`src/hw/rtl/pidsc_pkg.sv`:
```
// ---------------------------------------------------------------------------
// pidsc_pkg: shared definitions for the PID speed controller
// Field widths, register indexes and the constants of the integral divider.
// ---------------------------------------------------------------------------
`default_nettype none

package pidsc_pkg;

   localparam int SPEED_W   = 16;  // target and measured speed
   localparam int GAIN_W    = 7;   // each gain register
   localparam int PWM_W     = 11;  // drive command
   localparam int SUM_W     = 40;  // integrator
   localparam int CSR_IDX_W = 2;

   localparam int REQ_DATA_W = 2 * SPEED_W;
   localparam int RSP_DATA_W = 16;

   localparam int PWM_LIMIT = 1000;

   // integrator saturates at +/-(2^39 - 1)
   localparam logic signed [SUM_W:0] SUM_HI = 41'sd549755813887;
   localparam logic signed [SUM_W:0] SUM_LO = -41'sd549755813887;

   // divide by 1000 as a shift by 3 and a divide by 125
   localparam int DIV_PRE_SHIFT = 3;
   localparam int DIV_STEP      = 125;
   localparam int RECIP_W       = 26;
   localparam logic [RECIP_W-1:0] RECIP_125 = 26'd34359738;  // floor(2^32 / 125)

   typedef enum logic [CSR_IDX_W-1:0] {
      CSR_GAIN_P = 2'd0,
      CSR_GAIN_I = 2'd1,
      CSR_GAIN_D = 2'd2
   } csr_index_type;

endpackage

`default_nettype wire

```
`src/hw/rtl/pid_speed_controller_top.sv`:
```
// ---------------------------------------------------------------------------
// pid_speed_controller_top: discrete PID speed loop for a drive motor
// One beat per control tick: error, saturating integrator, P + I + D, halved
// and clamped to +/-1000.
//
//   channel  dir  handshake                 payload
//   req_     in   req_tvalid / req_tready   req_tdata: target, measured speed
//   rsp_     out  rsp_tvalid / rsp_tready   rsp_tdata: drive_pwm
//   csr_     in   csr_valid / csr_ready     csr_index, csr_data: gains
//
// One beat per cycle is accepted unless the output stalls; results pass stages 1-3.
// Latency is set by the integral path: gain multiply, reciprocal multiply for
// the divide by 1000, then correction and final sum.
// Integrator, previous error and previous target update at the accepted beat.
// Each stage holds while the next is full and stalled; csr_ready is always high.
// Synchronous reset clears the gains, the loop state and all stage valids.
// ---------------------------------------------------------------------------
`default_nettype none

module pid_speed_controller_top (
   input  wire logic                               clock,
   input  wire logic                               reset,
   input  wire logic                               req_tvalid,
   output      logic                               req_tready,
   // [15:0] target_speed, [31:16] measured_speed
   input  wire logic [pidsc_pkg::REQ_DATA_W-1:0]   req_tdata,
   output      logic                               rsp_tvalid,
   input  wire logic                               rsp_tready,
   // [10:0] drive_pwm, [15:11] zero
   output      logic [pidsc_pkg::RSP_DATA_W-1:0]   rsp_tdata,
   input  wire logic                               csr_valid,
   output      logic                               csr_ready,
   input  wire logic [pidsc_pkg::CSR_IDX_W-1:0]    csr_index,
   input  wire logic [pidsc_pkg::GAIN_W-1:0]       csr_data
);
   import pidsc_pkg::*;

   // configuration
   logic [GAIN_W-1:0] kp_ff, ki_ff, kd_ff;

   // loop state
   logic signed [SUM_W-1:0]   error_sum_ff, error_sum_in;
   logic signed [SPEED_W-1:0] last_error_ff;
   logic [SPEED_W-1:0]        last_target_ff;

   // stage valids
   logic v1_ff, v2_ff, v3_ff, vo_ff;
   logic rdy1, rdy2, rdy3, rdyo, accept;

   // stage 1
   logic signed [SUM_W-1:0] sum1_ff;
   logic signed [24:0]      p1_ff, p1_in;
   logic signed [25:0]      d1_ff, d1_in;
   // stage 2
   logic signed [46:0]      prod2_ff, prod2_in;
   logic signed [25:0]      pd2_ff, pd2_in;
   // stage 3
   logic                    neg3_ff, neg3_in;
   logic [31:0]             m3_ff, m3_in;
   logic [RECIP_W-1:0]      q3_ff, q3_in;
   logic signed [25:0]      pd3_ff;
   // output
   logic [PWM_W-1:0]        pwm_ff, pwm_in;

   // ---------------- handshakes ----------------
   assign rdyo       = !vo_ff || rsp_tready;
   assign rdy3       = !v3_ff || rdyo;
   assign rdy2       = !v2_ff || rdy3;
   assign rdy1       = !v1_ff || rdy2;
   assign req_tready = rdy1;
   assign accept     = req_tvalid && rdy1;
   assign csr_ready  = 1'b1;

   // ---------------- stage 0: error, integrator, P and D ----------------
   logic signed [SPEED_W-1:0] tgt, meas;
   logic signed [SPEED_W:0]   err;
   logic signed [SPEED_W+1:0] diff;
   logic signed [SUM_W-1:0]   sum_base;
   logic signed [SUM_W:0]     sum_raw;

   always_comb begin
      tgt      = $signed(req_tdata[SPEED_W-1:0]);
      meas     = $signed(req_tdata[2*SPEED_W-1:SPEED_W]);
      err      = {tgt[SPEED_W-1], tgt} - {meas[SPEED_W-1], meas};
      // restart the integral on a new target
      sum_base = (req_tdata[SPEED_W-1:0] != last_target_ff) ? '0 : error_sum_ff;
      sum_raw  = {sum_base[SUM_W-1], sum_base} + {{(SUM_W-SPEED_W){err[SPEED_W]}}, err};
      if (sum_raw > SUM_HI) begin
         error_sum_in = SUM_HI[SUM_W-1:0];
      end else if (sum_raw < SUM_LO) begin
         error_sum_in = SUM_LO[SUM_W-1:0];
      end else begin
         error_sum_in = sum_raw[SUM_W-1:0];
      end
      diff  = {err[SPEED_W], err} - {{2{last_error_ff[SPEED_W-1]}}, last_error_ff};
      p1_in = $signed({1'b0, kp_ff}) * err;
      d1_in = $signed({1'b0, kd_ff}) * diff;
   end

   // ---------------- stage 1 -> 2: integral gain ----------------
   always_comb begin
      prod2_in = $signed({1'b0, ki_ff}) * sum1_ff;
      pd2_in   = {p1_ff[24], p1_ff} + d1_ff;
   end

   // ---------------- stage 2 -> 3: magnitude / 1000 estimate ----------------
   logic [46:0]         mag;
   logic [34:0]         mag_sat;
   logic [RECIP_W+31:0] qprod;

   always_comb begin
      neg3_in = prod2_ff[46];
      mag     = neg3_in ? 47'(-prod2_ff) : 47'(prod2_ff);
      // beyond 2^35 the output is saturated anyway
      mag_sat = (|mag[46:35]) ? '1 : mag[34:0];
      m3_in   = mag_sat[34:DIV_PRE_SHIFT];
      qprod   = (RECIP_W+32)'(m3_in) * (RECIP_W+32)'(RECIP_125);
      q3_in   = qprod[RECIP_W+31:32];
   end

   // ---------------- stage 3 -> out: correct, sum, halve, clamp ----------------
   logic [32:0]        qmul, rem;
   logic [RECIP_W:0]   q_fix;
   logic signed [26:0] i_term, total;
   logic signed [25:0] half;

   always_comb begin
      qmul   = 33'(q3_ff) * 33'(DIV_STEP);
      rem    = {1'b0, m3_ff} - qmul;
      // estimate is low by at most one
      q_fix  = {1'b0, q3_ff} +
               ((rem >= 33'(DIV_STEP)) ? (RECIP_W+1)'(1) : (RECIP_W+1)'(0));
      i_term = neg3_ff ? -$signed(q_fix) : $signed(q_fix);
      total  = {pd3_ff[25], pd3_ff} + i_term;
      half   = total[26:1];
      if (half > 26'(PWM_LIMIT)) begin
         pwm_in = PWM_W'(PWM_LIMIT);
      end else if (half < -26'(PWM_LIMIT)) begin
         pwm_in = PWM_W'(-PWM_LIMIT);
      end else begin
         pwm_in = half[PWM_W-1:0];
      end
   end

   // ---------------- registers ----------------
   always_ff @(posedge clock) begin
      if (reset) begin
         kp_ff          <= '0;
         ki_ff          <= '0;
         kd_ff          <= '0;
         error_sum_ff   <= '0;
         last_error_ff  <= '0;
         last_target_ff <= '0;
         v1_ff          <= 1'b0;
         v2_ff          <= 1'b0;
         v3_ff          <= 1'b0;
         vo_ff          <= 1'b0;
      end else begin
         if (csr_valid) begin
            case (csr_index)
               CSR_GAIN_P: kp_ff <= csr_data;
               CSR_GAIN_I: ki_ff <= csr_data;
               CSR_GAIN_D: kd_ff <= csr_data;
               default: ;
            endcase
         end
         if (accept) begin
            error_sum_ff   <= error_sum_in;
            last_error_ff  <= err[SPEED_W-1:0];
            last_target_ff <= req_tdata[SPEED_W-1:0];
         end
         if (rdy1) v1_ff <= req_tvalid;
         if (rdy2) v2_ff <= v1_ff;
         if (rdy3) v3_ff <= v2_ff;
         if (rdyo) vo_ff <= v3_ff;
      end
   end

   // payload: advance with each stage, no reset
   always_ff @(posedge clock) begin
      if (rdy1) begin
         sum1_ff <= error_sum_in;
         p1_ff   <= p1_in;
         d1_ff   <= d1_in;
      end
      if (rdy2) begin
         prod2_ff <= prod2_in;
         pd2_ff   <= pd2_in;
      end
      if (rdy3) begin
         neg3_ff <= neg3_in;
         m3_ff   <= m3_in;
         q3_ff   <= q3_in;
         pd3_ff  <= pd2_ff;
      end
      if (rdyo) begin
         pwm_ff <= pwm_in;
      end
   end

   assign rsp_tvalid = vo_ff;
   assign rsp_tdata  = {{(RSP_DATA_W-PWM_W){1'b0}}, pwm_ff};

   // ---------------- assertions ----------------
   a_sum_bound: assert property (@(posedge clock) disable iff (reset)
      ($signed({error_sum_ff[SUM_W-1], error_sum_ff}) <= SUM_HI) &&
      ($signed({error_sum_ff[SUM_W-1], error_sum_ff}) >= SUM_LO))
      else $error("integrator outside saturation limits");

   a_pwm_range: assert property (@(posedge clock) disable iff (reset)
      rsp_tvalid |-> ($signed(pwm_ff) <= $signed(PWM_W'(PWM_LIMIT))) &&
                     ($signed(pwm_ff) >= $signed(PWM_W'(-PWM_LIMIT))))
      else $error("drive command outside clamp range");

   a_accept_enters: assert property (@(posedge clock) disable iff (reset)
      accept |=> v1_ff)
      else $error("accepted beat did not enter the pipeline");

endmodule

`default_nettype wire

```
`config.mk`:
```
export PLATFORM = sky130hd
export DESIGN_NAME = pid_speed_controller_top
export DESIGN_NICKNAME = d
export VERILOG_FILES = /design/src/hw/rtl/pidsc_pkg.sv /design/src/hw/rtl/pid_speed_controller_top.sv
export SDC_FILE = /design/constraint.sdc
export NUM_CORES = 2
export LEC_CHECK = 0
export BUFFER_PORTS_ARGS = -buffer_cell sky130_fd_sc_hd__clkbuf_2
export CORE_MARGIN = 2
export CORE_UTILIZATION = 35
export DETAILED_ROUTE_END_ITERATION = 12
export MAX_ROUTING_LAYER = met4
export PLACE_DENSITY = 0.47
export SYNTH_ARGS = -nofsm -noshare
export SYNTH_HDL_FRONTEND = slang
export SYNTH_SLANG_ARGS = --single-unit
export TNS_END_PERCENT = 100
```
`constraint.sdc`:
```
create_clock -name clock -period 23 [get_ports clock]
set_clock_uncertainty 0.2 [all_clocks]
set_input_delay 1.15 -clock clock [delete_from_list [all_inputs] [get_ports clock]]
set_output_delay 1.15 -clock clock [all_outputs]
set_load 0.01 [all_outputs]
```
Word-level counts from Yosys, hierarchy flattened. Cells that the tools add are included.

Add/subtract/negate cells: 9. Multiply operators: 5. Order comparisons: 5. Eq/ne operators: 3. Mux-type cells: 8. Reduce and logical (&&, ||, !) cells: 15.

Operators with widths (number): $mux W40 (3); $mul A32 B25 Y57 const B (1); $mul A8 B40 Y47 (1); $mux W47 (1); $neg A47 Y47 (1); $add A40 B17 Y41 (1); $gt A41 B40 Y1 const B (1); $lt A41 B40 Y1 const B (1); $mux W35 (1); $ge A33 B7 Y1 const B (1); $mul A26 B7 Y33 const B (1); $sub A32 B33 Y33 (1); $add A26 B1 Y27 (1); $add A27 B27 Y27 (1); $mux W27 (1); $neg A27 Y27 (1); $add A26 B26 Y26 (1); $gt A26 B11 Y1 const B (1); $lt A26 B11 Y1 const B (1); $mul A8 B18 Y26 (1); $mul A8 B17 Y25 (1); $sub A17 B16 Y18 (1); $sub A16 B16 Y17 (1); $ne A16 B16 Y1 (1); other kinds (11) (19).

Flip-flop bits (word level): 357. Bits of input ports: 46. Output and inout port bits: 19. Word-level logic and storage cells: 66.

Depth between registers and ports, before layout.
Depth after elaboration: 10. Mapped depth: 48. Depth with buffers taken out: 45.

Least setup slack after synthesis. OpenSTA, ideal clock, no wires.

Path kind: reg-to-reg. Start point: reg prod2_ff[3]. End point: reg q3_ff[19], data pin. Setup time: 0.258 ns. Arrival: 10.228 ns. Setup slack: 12.314 ns. Cell stages (with the launch flop): 39. Period minus slack after synthesis: 10.686 ns. Path through: edfxtp_1 > or4_4 > or4_1 > or4_1 > clkbuf_1 > or4_4 > or3_4 > or3_1 > nor2_1 > mux2i_1 > a21oi_1 > nor4_4 > buf_4 > and2_1 > inv_1 > ha_1 > fa_1 > ha_1 > [3 not listed] > fa_1 > inv_1 > fa_1 > inv_1 > fa_1 > ha_1 > and4_1 > nand4_1 > or4_1 > a211oi_1 > nor3_1 > a21oi_1 > a21oi_1 > o21a_1 > a311oi_1 > o21a_1 > nor2_1 > xnor2_1.

Word-level cells in the longest chain between the ends: 5.

RTL lines: start, declared (RTL line pid_speed_controller_top.sv:55) `logic signed [46:0] prod2_ff, prod2_in;`; start signal, assigned (RTL line pid_speed_controller_top.sv:187) `prod2_ff <= prod2_in;`; $neg A47 Y47 (*) (RTL line pid_speed_controller_top.sv:113) `mag = neg3_in ? 47'(-prod2_ff) : 47'(prod2_ff);`; $mux W47 (*) (RTL line pid_speed_controller_top.sv:113); $reduce_or A12 Y1 (RTL line pid_speed_controller_top.sv:115) `mag_sat = (|mag[46:35]) ? '1 : mag[34:0];`; $mux W35 (*) (RTL line pid_speed_controller_top.sv:115); named net mag_sat[16] (RTL line pid_speed_controller_top.sv:108) `logic [34:0] mag_sat;`; $mul A32 B25 Y57 (*) (RTL line pid_speed_controller_top.sv:117) `qprod = (RECIP_W+32)'(m3_in) * (RECIP_W+32)'(RECIP_125);`; named net qprod[51] (RTL line pid_speed_controller_top.sv:109) `logic [RECIP_W+31:0] qprod;`; end signal, assigned (RTL line pid_speed_controller_top.sv:193) `q3_ff <= q3_in;`; end, declared (RTL line pid_speed_controller_top.sv:60) `logic [RECIP_W-1:0] q3_ff, q3_in;`.

The timed path passes the listed nets; every way through them passes the cells marked *. A chain may end at the register's enable or synchronous reset.

Final worst setup path.
Start point: reg prod2_ff[3]. End point: reg q3_ff[24], data pin.

The elaborated chain is that of the path after synthesis.

==> flow_summary_export.csv <==
group,metric,value,unit
run_status,status,"completed",
routing,drtPass1Iterations,7,
setup_path,cp.required,23180,ps
flow_run,drv_cap,0,
setup_path,worst_setup_path_start_kind,"register",
worst_hold_path,hold_class,"reg2reg",
setup_path,endpoint_kind,"register",
die,die_y,407.9,um
synthesis,syn_area_per_cell,9.239,um^2
place,port_buffers,58,
routing,dr_total_vias,40190,
cts,cts_sinks,357,
synthesis,ys_seq_area_frac,0.1707,
cts,cts_setup_buffers,0,
setup_path,critical_path.top_delay_family,"simple AND/OR/NAND/NOR gates",
cts,ctsResizeCount,0,
global_routing,grt_pass1_vias,42960,
layout,fillerInstances,16540,
routing,drcViolationCount,0,
setup_path,cpPeakStageDelay,810,ps
layout,nNetsFinal,7771,
sta,fin_crit,12470,ps
cts,htree_levels,2,
synthesis,synth.distinct_cells,82,
sta,period_share,0.5421,
cts,cts_buffers,47,
routing,routed_wl,147300,um
place,globalplace.congestion,0.9019,
worst_hold_path,worstHoldPathCells,0,
sta,whs,217.2,ps
setup_path,reg2reg_depth,33,
sta,clock.fmax,0.08020,GHz
die,die_area,0.1664,mm^2
setup_path,cp.depth,33,
synthesis,yosys_warnings,0,
cts,cts_hold_buf,0,
sta,finalMaxSlewViolations,0,
routing,wl_per_cell,17.52,um
synthesis,netlist_area,0.05711,mm^2
sta,setup_violations,0,
place,dp_hpwl,122100,um
synthesis,synth_seq_cells,357,
layout,synthToLayoutAreaGrowth,7.936,%
sta,tns,0,ps
cts,path_clk_slew,60,ps
cts,cts.path.max_buffers,3,
layout,num_antenna_cells,0,
global_routing,grt_pass1_wl,240700,um
cts,cts_tree,"yes",
sta,worst_slew_pin_slew,1053,ps
setup_path,critPathBufInv,3,
setup_path,crit_slowest_cell,"o41ai_1",
synthesis,netlist_instances,6181,
synthesis,ys.flop_type,"edfxtp_1",
global_routing,grt_max_degree,75,
die,initial_core_util,0.3516,
setup_path,cpMostUsedCell,"fa_1",
sta,hold_viol_final,0,
routing,via_per_inst,4.780,
synthesis,synth_async_sr_flop_share,0,
sta,rsz0062_at_grt,"false",
layout,drive_gt1_frac,0.03674,
global_routing,grt_antenna_before_repair,8,
sta,relSlewSlack,0.2980,
die,dieWidth,407.9,um
setup_path,path_class,"reg2reg",
cts,cts-root-buf,"clkbuf_16",
synthesis,synth_edf_count,260,
die,ios,65,
die,num_rows,148,
cts,clock_latency,650,ps
global_routing,grt_remaining_overflow,0,
global_routing,track_usage,0.1858,
die,coreArea,0.1624,mm^2
setup_path,crit_fanout,33,
routing,ant_nets,0,
routing,drt_iter0_drc,1934,
setup_path,arrival,12650,ps
[cell type report]
type | instances | area [um^2] | area share
Multi-Input combinational cell | 4359 | 41940 | 0.6804
Sequential cell | 357 | 9749 | 0.1582
Inverter | 1326 | 4977 | 0.08075
Tap cell | 2175 | 2721 | 0.04415
Clock buffer | 54 | 1202 | 0.01951
Timing Repair Buffer | 103 | 630.6 | 0.01023
Clock inverter | 34 | 416.7 | 0.006760
[cell usage after synthesis (all sizes together), types with 8 or more instances]
| library cell | number | area share |
|---|---|---|
| inv | 1326 | 0.087 |
| fa | 770 | 0.27 |
| ha | 761 | 0.17 |
| nand2 | 489 | 0.032 |
| and2 | 441 | 0.048 |
| a21oi | 319 | 0.028 |
| edfxtp | 260 | 0.14 |
| nor2 | 229 | 0.015 |
| xnor2 | 197 | 0.030 |
| o21ai | 171 | 0.015 |
| clkbuf | 124 | 0.0082 |
| xor2 | 112 | 0.017 |
| dfxtp | 97 | 0.034 |
| a21o | 87 | 0.011 |
| nand3 | 62 | 0.0054 |
| nor2b | 59 | 0.0065 |
| nor3 | 52 | 0.0046 |
| o211ai | 41 | 0.0054 |
| nand2b | 38 | 0.0042 |
| mux2i | 35 | 0.0061 |
| nand4 | 35 | 0.0038 |
| a211oi | 33 | 0.0043 |
| o21a | 30 | 0.0039 |
| and3 | 29 | 0.0032 |
| o21bai | 29 | 0.0038 |
| a31oi | 26 | 0.0028 |
| o31ai | 24 | 0.0032 |
| or3 | 24 | 0.0027 |
| nor4 | 23 | 0.0028 |
| a21boi | 22 | 0.0029 |
| buf | 19 | 0.0018 |
| or2 | 13 | 0.0014 |
| a311oi | 12 | 0.0018 |
| o41ai | 12 | 0.0018 |
| or4 | 12 | 0.0017 |
| a2111oi | 10 | 0.0015 |
| nand3b | 9 | 0.0012 |
| o2111ai | 9 | 0.0014 |
| a22o | 8 | 0.0012 |
| nor3b | 8 | 0.0011 |
[sequential cells by signal, summed over array words and instances, names as in the netlist]
signal	cells
prod2_ff	47
pwm_ff	11
error_sum_ff	40
last_target_ff	16
neg3_ff	1
d1_ff	26
last_error_ff	16
v1_ff	1
kd_ff	7
rsp_tvalid	1
pd3_ff	26
ki_ff	7
p1_ff	25
kp_ff	7
m3_ff	32
v2_ff	1
sum1_ff	40
q3_ff	26
v3_ff	1
pd2_ff	26
[metrics by stage]
stage	utilization	instances	setup WS [ps]	instance area [um^2]
after floorplan	-	6185	12310	57120
after global placement	0.3696	8320	10610	60020
after detailed placement	0.3696	8320	10450	60020
after CTS	0.3795	8408	10460	61640
after global routing	0.3795	8408	9777	61640
final	0.3795	8408	10530	61640
[cell usage in the layout (no fill, tap or decap), drive strengths merged, types with 30 or more instances in the layout]
master and n:
ha 761, dfxtp 97, nor3 52, nand2 489
and2 441, o211ai 41, inv 1333, o21a 30
clkbuf 111, xor2 112, edfxtp 260, nand2b 38
fa 770, nor2 229, mux2i 35, a211oi 33
nand4 35, xnor2 197, a21o 87, nor2b 59
nand3 62, o21ai 171, buf 46, a21oi 319
[routing by layer]
metal  GRT usage  vias up  share of wire  wire length [um]
met4     0.02989        0          0.013              1975
met5           -        -              0                 0
met1      0.2537    19750           0.49             72410
met3     0.01395       98          0.024              3570
li1            -    19910              -                 -
met2      0.3070      440           0.47             69370
[cells by family (layout without fill, tap and decap cells)]
| kind of cell | after synthesis | after routing | share of synthesized area |
|---|---|---|---|
| and+or+nand+nor | 1550 | 1550 | 0.1383 |
| DFF | 357 | 357 | 0.1707 |
| xor gates and xnor gates | 309 | 309 | 0.04739 |
| adders and majority gates | 1536 | 1536 | 0.4375 |
| AOI/OAI and AO/OA | 922 | 922 | 0.1024 |
| buffers and inverters | 1469 | 1517 | 0.09715 |
| other | 2 | 6 | 0.0001315 |
| muxes | 36 | 36 | 0.006332 |
[final timing paths]
check                                  from        end  slack (ps)
worst max register to register  prod2_ff[3]  q3_ff[24]       10530
worst max-delay path            prod2_ff[3]  q3_ff[24]       10530
worst min-delay path              pd2_ff[1]  pd3_ff[1]         220
worst min register to register    pd2_ff[1]  pd3_ff[1]         220
Power is left out: the tool's default activity adds up to more than one toggle a clock period on the data nets, which glitch-free logic cannot reach.
